$ cat config.mk
export PLATFORM = sky130hd
export DESIGN_NAME = vrft_isqrt
export DESIGN_NICKNAME = d
export VERILOG_FILES = /design/src/design/vrft_pkg.sv /design/src/design/vrft_isqrt.sv
export SDC_FILE = /design/constraint.sdc
export NUM_CORES = 2
export LEC_CHECK = 0
export BUFFER_PORTS_ARGS = -buffer_cell sky130_fd_sc_hd__buf_4
export CAP_MARGIN = 10
export CORE_ASPECT_RATIO = 0.9
export CORE_MARGIN = 2
export CORE_UTILIZATION = 50
export CTS_CLUSTER_DIAMETER = 200
export DETAILED_ROUTE_END_ITERATION = 16
export PLACE_DENSITY = 0.74
export SLEW_MARGIN = 0
export SYNTH_ARGS = -nofsm -noshare
export SYNTH_HDL_FRONTEND = slang
export SYNTH_SLANG_ARGS = --single-unit
$ cat constraint.sdc
create_clock -name clk -period 4.15 [get_ports clk]
set_input_delay 0 -clock clk [delete_from_list [all_inputs] [get_ports clk]]
set_output_delay 0 -clock clk [all_outputs]
set_load 0.05 [all_outputs]
$ cat src/design/vrft_pkg.sv
// shared constants, types and rounding helpers for the vector rotation pipeline
`default_nettype none
package vrft_pkg;

  localparam int FRAC_BITS   = 14;
  localparam int ONE         = 1 << FRAC_BITS;
  localparam int HALF        = 1 << (FRAC_BITS - 1);
  localparam int SQRT_STAGES = 32;
  localparam int DIV_STAGES  = FRAC_BITS + 1;
  localparam int NUM_W       = 32 + FRAC_BITS + 2;
  localparam int BACK_STAGES = 6;
  localparam logic [14:0] EPS_RESET = 15'd16;

  typedef enum logic [1:0] {
    CASE_ROT  = 2'd0,
    CASE_KEEP = 2'd1,
    CASE_FLIP = 2'd2
  } case_t;

  typedef struct {
    logic signed [15:0] v [3];
    logic signed [15:0] c;
    case_t              cs;
    logic signed [32:0] k [3];
  } side_t;

  typedef struct {
    logic signed [15:0] v [3];
    logic signed [15:0] c;
    case_t              cs;
    logic signed [15:0] sn;
    logic signed [15:0] n [3];
  } back_t;

  // drop fraction bits, round half up
  function automatic logic signed [63:0] rnd(input logic signed [63:0] x);
    return (x + 64'(HALF)) >>> FRAC_BITS;
  endfunction

  function automatic logic signed [15:0] sat16(input logic signed [63:0] x);
    if (x > 64'sd32767) begin
      return 16'sh7fff;
    end else if (x < -64'sd32768) begin
      return 16'sh8000;
    end else begin
      return x[15:0];
    end
  endfunction

endpackage
`default_nettype wire

$ cat src/design/vrft_isqrt.sv
// pipelined floor square root of a 64-bit value, one result bit per stage
`default_nettype none
module vrft_isqrt (
  input  logic        clk,
  input  logic [63:0] rad_i,
  output logic [31:0] root_o
);
  import vrft_pkg::*;

  logic [63:0] rem_r [SQRT_STAGES];
  logic [63:0] res_r [SQRT_STAGES];

  for (genvar g = 0; g < SQRT_STAGES; g++) begin : g_stage
    localparam logic [63:0] BIT = 64'd1 << (62 - 2 * g);
    logic [63:0] rem_in;
    logic [63:0] res_in;
    logic [63:0] trial;
    if (g == 0) begin : g_first
      assign rem_in = rad_i;
      assign res_in = '0;
    end else begin : g_next
      assign rem_in = rem_r[g-1];
      assign res_in = res_r[g-1];
    end
    assign trial = res_in + BIT;
    always_ff @(posedge clk) begin
      if (rem_in >= trial) begin
        rem_r[g] <= rem_in - trial;
        res_r[g] <= (res_in >> 1) + BIT;
      end else begin
        rem_r[g] <= rem_in;
        res_r[g] <= res_in >> 1;
      end
    end
  end

  assign root_o = res_r[SQRT_STAGES-1][31:0];

endmodule
`default_nettype wire

==> flow_metrics.tcl <==
set metrics [dict create \
    cts_max_level 4 \
    timing.final.crit_share_pct 96.4 \
    clk_latency_ns 0.88 \
    vdd_drop_max_v 0.000514 \
    postRouteAntennaNets 0 \
    syn_inst 9609 \
    relSlewSlack_pct 30.5 \
    reg2reg_setup_slack_ns 0.15 \
    numCtsBuffers 228 \
    crit_chain "inv_1 -> ha_1 -> nand2b_1 -> or3_1 -> nor4_2 -> o211ai_1 -> and2_1 -> inv_2 -> o311a_1 -> or3b_1 -> xnor2_1" \
    ys_types 89 \
    cts_tree "built" \
    die_x_um 465 \
    root_buffer "clkbuf_16" \
    first_pass_iters 9 \
    dp_cells 12200 \
    drive_above_1_share_pct 7.80 \
    skew_ns 0.0768 \
    rows 152 \
    cts_setup_buffers 0 \
    vias 70700 \
    drtIter0Drc 5746 \
    netlist_area_mm2 0.0956 \
    layout_common_cells "dfxtp_1, inv_1, nor2_1, a21oi_1, nand2_1" \
    slowest_stage "nor4_2" \
    grt-ovfl-total 0 \
    setup.worst_path.start_class "flip-flop" \
    max_stage_delay_ns 0.64 \
    synth-seq-cells 2512 \
    avgRoutedWirePerCell_um 19.0 \
    powerDensity_mw_per_mm2 695 \
    grt_pass1_vias 69800 \
    start_util_pct 50.2 \
    ios 97 \
    viasPerCell 5.56 \
    p_leak_nw 49.3 \
    setup_viol 0 \
    total_power_w 0.0759 \
    io_buffers 96 \
    drc 0 \
    synth_nets 10200 \
    cts_max_path_buffers 3 \
    critical_path.endpoint_type "flip-flop" \
    synth-edff-count 0 \
    cp_max_fo 7 \
    slew_viol_final 0 \
    gp_congestion 0.994 \
    syn2layout_area_growth_pct 14.2 \
    hold_viol 0 \
    nets 10600 \
    grt_pass1_wl_um 378000 \
    rsz0062_at_grt "false" \
    cts.clk_slew.worst_paths_ns 0.07 \
    fin_crit_ns 4.00 \
    cts.sinks 2512 \
    ys_seq_area_share_pct 52.6 \
    antenna_found_initial 12 \
    layout_commonest_cell "dfxtp_1" \
    hold_path_class "primary input to flip-flop" \
    die_h_um 419 \
    worstPathRequired_ns 4.91 \
    ys_warn_count 0 \
    async_reset_ff_share_pct 0 \
    fmax_mhz 250 \
    finalNonFillerCells 12700 \
    grt_max_degree 59 \
    avgSynthCellArea_um2 9.95 \
    track_usage_pct 24.1 \
    routed_wl_um 241000 \
    core_area_mm2 0.190 \
    ys.flop_type "dfxtp_1" \
    max-cap-violations 0 \
    dp_hpwl_um 180000 \
    status "finished, final reports clean" \
    path_class "flip-flop to flip-flop" \
    die_area_mm2 0.195 \
    arrival_ns 4.76 \
    tightest_slew_ns 1.03 \
]
## worst max-delay path: cells and delay by family (launching register included)
| family | cells | cell delay, ns |
|---|---|---|
| buffers and inverters | 2 | 0.25 |
| xor gates and xnor gates | 1 | 0.13 |
| adders and majority gates | 1 | 0.39 |
| AOI/OAI and AO/OA | 2 | 0.72 |
| DFF | 1 | 0.33 |
| and+or+nand+nor | 5 | 2.06 |
## worst paths after layout
check                start       endpoint  depth (start not counted)
max          res_r[1][802]  rem_r[1][884]                         11
min              rad_i[48]   res_r[0][62]                          5
min reg2reg  rem_r[1][387]  rem_r[1][451]                          0
max reg2reg  res_r[1][802]  rem_r[1][884]                         11
## sequential cells by signal (all words and copies together) (netlist names)
name and cells:
res_r 528, rem_r 1984
## cell type report
| class | count | area, um^2 |
|---|---|---|
| Multi-Input combinational cell | 6212 | 42000 |
| Sequential cell | 2512 | 50300 |
| Inverter | 693 | 2600 |
| Timing Repair Buffer | 329 | 2840 |
| Antenna cell | 6 | 15.0 |
| Tap cell | 2541 | 3180 |
| Fill cell | 15600 | 81300 |
| Clock buffer | 305 | 6470 |
| Clock inverter | 119 | 1680 |
## Yosys cell counts (33+ instances only)
cell type	count	area, um^2
or3_1	102	638
and3_1	35	219
clkbuf_1	161	604
xnor2_1	520	4550
nand2b_1	107	669
o21bai_1	56	420
o211ai_1	41	308
nand2_1	592	2220
xor2_1	365	3200
o31ai_1	46	345
ha_1	558	6980
a21o_1	211	1580
nand3b_1	36	270
a211oi_1	51	383
inv_1	688	2580
nand3_1	178	891
or2_2	38	238
o21a_1	94	706
o21ai_0	389	1950
mux2_2	107	1200
nor4b_1	58	508
nand4_1	170	1060
and2_1	33	206
nor2b_1	71	444
nor3_1	226	1130
dfxtp_1	2512	50300
or4_1	82	616
nor4_1	335	2100
nor2_1	663	2490
a21oi_1	656	3280
## timing repair
item                                    in CTS  in global routing
pin swaps                                    0                  1
hold buffers                               130                  0
resized for setup                            1                  6
endpoints found under the setup margin       4                 29
hold endpoints to repair                    65                  0
## stage by stage
| step | hold slack (ns) | instance area, um^2 | TNS [ns] | setup slack (ns) | util, % |
|---|---|---|---|---|---|
| 6_report | 0.129 | 109000 | 0 | 0.150 | 57.3 |
| 5_1_grt | 0.111 | 109000 | 0 | 0.0126 | 57.3 |
| 4_1_cts | 0.0191 | 109000 | 0 | 0.0251 | 57.3 |
| 3_5_place_dp | 0.114 | 99600 | -0.345 | -0.153 | 52.3 |
| 3_3_place_gp | 0.115 | 99600 | -0.276 | -0.130 | 52.3 |
| 2_1_floorplan | 0.0277 | 95600 | 0 | 0.845 | - |
## kinds of logic after synthesis
| family | Yosys count | share of synthesized area [%] |
|---|---|---|
| flops | 2512 | 52.6 |
| mux | 115 | 1.35 |
| fa+ha+maj | 558 | 7.30 |
| xor+xnor | 885 | 8.11 |
| simple gates | 2845 | 15.4 |
| buf+inv | 885 | 3.53 |
| compound gates | 1809 | 11.7 |
## per-layer routing
| layer | global-route usage [%] | up-vias | wire length [um] |
|---|---|---|---|
| met5 | 0 | - | 27 |
| met3 | 4.16 | 462 | 15500 |
| met1 | 31.0 | 33800 | 104000 |
| li1 | - | 34300 | - |
| met4 | 6.79 | 4 | 6180 |
| met2 | 41.6 | 2210 | 115000 |
## power breakdown
group	internal (W)	switching (W)	total (W)
clock network	0.0127	0.00951	0.0222
registers	0.0296	0.00485	0.0345
logic	0.00852	0.0106	0.0192
total	0.0509	0.0250	0.0759
Note: power is estimated with default switching activity, not from simulation.
