File: src/design/vrft_pkg.sv
// shared constants, types and rounding helpers for the vector rotation pipeline
`default_nettype none
package vrft_pkg;

  localparam int FRAC_BITS   = 14;
  localparam int ONE         = 1 << FRAC_BITS;
  localparam int HALF        = 1 << (FRAC_BITS - 1);
  localparam int SQRT_STAGES = 32;
  localparam int DIV_STAGES  = FRAC_BITS + 1;
  localparam int NUM_W       = 32 + FRAC_BITS + 2;
  localparam int BACK_STAGES = 6;
  localparam logic [14:0] EPS_RESET = 15'd16;

  typedef enum logic [1:0] {
    CASE_ROT  = 2'd0,
    CASE_KEEP = 2'd1,
    CASE_FLIP = 2'd2
  } case_t;

  typedef struct {
    logic signed [15:0] v [3];
    logic signed [15:0] c;
    case_t              cs;
    logic signed [32:0] k [3];
  } side_t;

  typedef struct {
    logic signed [15:0] v [3];
    logic signed [15:0] c;
    case_t              cs;
    logic signed [15:0] sn;
    logic signed [15:0] n [3];
  } back_t;

  // drop fraction bits, round half up
  function automatic logic signed [63:0] rnd(input logic signed [63:0] x);
    return (x + 64'(HALF)) >>> FRAC_BITS;
  endfunction

  function automatic logic signed [15:0] sat16(input logic signed [63:0] x);
    if (x > 64'sd32767) begin
      return 16'sh7fff;
    end else if (x < -64'sd32768) begin
      return 16'sh8000;
    end else begin
      return x[15:0];
    end
  endfunction

endpackage
`default_nettype wire

File: src/design/vrft_div.sv
// pipelined restoring divider, one quotient bit per stage
`default_nettype none
module vrft_div (
  input  logic                             clk,
  input  logic [vrft_pkg::NUM_W-1:0]       num_i,
  input  logic [31:0]                      den_i,
  output logic [vrft_pkg::DIV_STAGES-1:0]  quo_o
);
  import vrft_pkg::*;

  logic [NUM_W-1:0]      rem_r [DIV_STAGES];
  logic [31:0]           den_r [DIV_STAGES];
  logic [DIV_STAGES-1:0] quo_r [DIV_STAGES];

  for (genvar g = 0; g < DIV_STAGES; g++) begin : g_stage
    logic [NUM_W-1:0]      rem_in;
    logic [31:0]           den_in;
    logic [DIV_STAGES-1:0] quo_in;
    logic [NUM_W-1:0]      dsh;
    if (g == 0) begin : g_first
      assign rem_in = num_i;
      assign den_in = den_i;
      assign quo_in = '0;
    end else begin : g_next
      assign rem_in = rem_r[g-1];
      assign den_in = den_r[g-1];
      assign quo_in = quo_r[g-1];
    end
    assign dsh = NUM_W'(den_in) << (DIV_STAGES - 1 - g);
    always_ff @(posedge clk) begin
      den_r[g] <= den_in;
      if (rem_in >= dsh) begin
        rem_r[g] <= rem_in - dsh;
        quo_r[g] <= {quo_in[DIV_STAGES-2:0], 1'b1};
      end else begin
        rem_r[g] <= rem_in;
        quo_r[g] <= {quo_in[DIV_STAGES-2:0], 1'b0};
      end
    end
  end

  assign quo_o = quo_r[DIV_STAGES-1];

endmodule
`default_nettype wire
File: config.mk
export PLATFORM = sky130hd
export DESIGN_NAME = vrft_div
export DESIGN_NICKNAME = d
export VERILOG_FILES = /design/src/design/vrft_pkg.sv /design/src/design/vrft_div.sv
export SDC_FILE = /design/constraint.sdc
export NUM_CORES = 2
export LEC_CHECK = 0
export BUFFER_PORTS_ARGS = -buffer_cell sky130_fd_sc_hd__clkbuf_2
export CAP_MARGIN = 20
export CELL_PAD_IN_SITES_DETAIL_PLACEMENT = 1
export CELL_PAD_IN_SITES_GLOBAL_PLACEMENT = 1
export CORE_ASPECT_RATIO = 0.9
export CORE_MARGIN = 5
export CORE_UTILIZATION = 50
export CTS_BUF_LIST = sky130_fd_sc_hd__clkbuf_8
export CTS_CLUSTER_SIZE = 10
export DETAILED_ROUTE_END_ITERATION = 10
export GPL_TIMING_DRIVEN = 0
export HOLD_SLACK_MARGIN = 0.03
export PLACE_DENSITY_LB_ADDON = 0.1
export REMOVE_ABC_BUFFERS = 1
export SYNTH_ARGS = -nofsm -noshare
export SYNTH_HDL_FRONTEND = slang
export SYNTH_SLANG_ARGS = --single-unit
File: constraint.sdc
create_clock -name clk -period 4.67 [get_ports clk]
set_input_delay 0.2335 -clock clk [delete_from_list [all_inputs] [get_ports clk]]
set_output_delay 0.2335 -clock clk [all_outputs]
set_load 0.01 [all_outputs]
==> impl_metrics.tcl <==
set metrics [dict create \
    placedCellCount 8006 \
    synth_top_area_share_pct 42.6 \
    crit_chain "dlygate4sd3_1, clkbuf_2, inv_1, ha_1, inv_1, fa_1, a21o_1, a221oi_1, o221ai_1, nor2b_1, o21ai_1, o2111ai_1, o21ai_0, o21ai_1, a31oi_1, xnor2_1, mux2_2, dlygate4sd3_1" \
    setup_viol 0 \
    grt_max_degree 57 \
    cellPowerDensity_mw_per_mm2 715 \
    std_cell_rows 118 \
    ios 96 \
    ant_nets 0 \
    ys_types 91 \
    fin_cells 8529 \
    register_area_sq_mm 0.0248 \
    fin_skew_ns 0.0326 \
    cp_max_fo 3 \
    synth.largest_area_cell "dfxtp_1" \
    timing.final.crit_share_pct 98.3 \
    grt_overflow 0 \
    synthArstFlopShare_pct 0 \
    setup_tns_ns 0 \
    synth-main-ff-cell "dfxtp_1" \
    total_power_uw 47400 \
    vias 46700 \
    start_util_pct 50.5 \
    syn_to_final_growth_pct 13.7 \
    clock_sinks 1240 \
    multi_input_area_sq_mm 0.0305 \
    antenna_found_initial 3 \
    slowest_stage "a221oi_1" \
    fill_cells 13200 \
    final_hold_viol_count 0 \
    yosysSeqAreaShare_pct 42.6 \
    firstDrtPassIters 5 \
    core_area_sq_mm 0.115 \
    viasPerCell 5.48 \
    wirelength_mm 156 \
    grt_use_total_pct 24.9 \
    cts_root_buf "clkbuf_8" \
    clk_latency_ns 0.93 \
    clockBufferDepth 3 \
    slew_viol_final 0 \
    min_period_ns 4.59 \
    ys_ff_latch 1240 \
    max-cap-violations 0 \
    critPathKind "input port to register" \
    synth_area_leaders "dfxtp_1, ha_1, a21oi_1" \
    netlist_area_sq_mm 0.0583 \
    place_congestion 0.937 \
    die_y_microns 334 \
    io_buffer_count 95 \
    vdd_drop_max_uv 382 \
    cts_buffers 198 \
    tightest_slew_ns 1.09 \
    nets 7380 \
    dp_hpwl_mm 116 \
    drtIter0Drc 1879 \
    grt_pass1_vias 50600 \
    drc 0 \
    p_leak_uw 0.0303 \
    fin_hold_ws_ns 0.143 \
    endpoint_kind "register" \
    maxSlewHeadroom_pct 27.0 \
    max_freq_mhz 218 \
    fp.dieW_microns 370 \
    max_stage_delay_ns 0.64 \
    die_area_sq_mm 0.124 \
    avgSynthCellArea_sq_um 8.94 \
    status "complete, no violations" \
    drive_gt1_share_pct 8.29 \
    worstPathArrival_ns 5.37 \
    yosys_warnings 0 \
    grt_setup_unrepaired "no" \
    cts_tree "built" \
    hp-class "input port to register" \
    cp.required_ns 5.46 \
    synth_edf_count 0 \
    grt_first_pass_wirelength_mm 254 \
    cp-start-kind "input port" \
    netlist_instances 6521 \
    wl_per_cell_microns 18.3 \
    clk_pin_slew_worst_paths_ns 0.06 \
    cts.htree.levels 4 \
]
-- Yosys cell counts (all sizes together), types with 11 or more instances --
cell / count
or2: 17
o21ai: 397
dfxtp: 1240
clkbuf: 165
or4: 19
a31oi: 52
and3: 44
o21bai: 59
or3: 40
a221oi: 13
nor2b: 76
mux2: 90
buf: 25
inv: 611
xnor2: 283
o21a: 54
and2: 21
fa: 14
nand3: 110
a211o: 16
o41ai: 13
a21o: 263
nor4: 66
nor4b: 15
o211ai: 34
xor2: 217
o31ai: 30
nand4: 89
ha: 480
a21boi: 23
nor3: 105
and4: 14
a2111oi: 15
nand2: 477
a211oi: 42
nand3b: 11
a21oi: 637
nand2b: 62
nor2: 439
-- repair_timing --
item / CTS / global route
pin swaps: 0 / 2
hold buffers: 151 / 0
hold endpoints to repair: 80 / 0
endpoints found under the setup margin: 29 / 20
gates cloned: 0 / 1
setup buffers: 0 / 6
gates resized for setup: 2 / 3
-- final cells by class --
cell class | count | share of cell area (%)
diodes | 5 | 0.0189
clock buffers | 254 | 5.28
clock inverters | 105 | 1.22
inverters | 611 | 3.47
multi-input cells | 4481 | 46.1
flip-flops and latches | 1240 | 37.5
well taps | 1560 | 2.95
repair buffers | 273 | 3.54
-- sequential cells by signal, summed over array words and instances, names as in the netlist --
signal and cells:
rem_r 672, quo_r 120, den_r 448
-- report_power, final --
| part | switching [uW] | internal [uW] |
|---|---|---|
| logic | 12500 | 9480 |
| clock network | 4380 | 5380 |
| registers | 1940 | 13700 |
-- kinds of logic (layout without fill, tap and decap cells) --
group | Yosys count | after routing | synth area share (%)
muxes | 93 | 93 | 1.79
other | 0 | 5 | 0
DFF | 1240 | 1240 | 42.6
AOI/OAI and AO/OA | 1756 | 1757 | 18.6
and+or+nand+nor | 1637 | 1637 | 13.5
adders and majority gates | 494 | 494 | 10.8
xor gates and xnor gates | 500 | 500 | 7.51
buffers and inverters | 801 | 1243 | 5.19
-- metal layers --
layer  wire [microns]  vias to the layer above  GRT usage, %
li1                 -                    23300             -
met1            60700                    22200          25.5
met2            81500                      841          47.7
met3             4160                      464          3.50
met4             9470                        0          14.8
met5                0                        -             0
-- critical path, delay by kind of cell --
family,cells,cell delay (ns)
compound gates,8,2.47
buf+inv,5,1.44
fa+ha+maj,2,0.61
mux,1,0.28
simple gates,1,0.25
xor+xnor,1,0.09
-- final timing paths --
check / from / to / slack, ns / cells after the start
max reg2reg: rem_r[0][154] / rem_r[0][235] / 0.29 / 16
max: num_i[14] / rem_r[0][44] / 0.08 / 18
min: num_i[29] / rem_r[0][29] / 0.14 / 4
min reg2reg: quo_r[1][1] / quo_r[1][17] / 0.32 / 0
-- metrics by stage --
| stage | area [sq um] | utilization, % | setup slack (ns) |
|---|---|---|---|
| floorplan | 57600 | - | -1.07 |
| global placement | 60000 | 52.0 | -4.73 |
| detailed placement | 60400 | 52.3 | -0.145 |
| CTS | 66200 | 57.3 | 0.0618 |
| global route | 66300 | 57.4 | 0.0241 |
| finish | 66300 | 57.4 | 0.0808 |
-- layout by cell type, fill, tap and decap left out, types with 90 or more instances in the layout --
cell              n
a21oi_1         634
a21o_1          261
mux2_2           90
ha_1            480
dlygate4sd3_1   151
nand3_1         110
dfxtp_1        1240
o21ai_0         386
xor2_1          217
clkbuf_2         96
nor3_1          104
clkbuf_8        254
inv_1           663
nand2_1         475
nor2_1          438
xnor2_1         283
(Power assumes the default switching activity.)
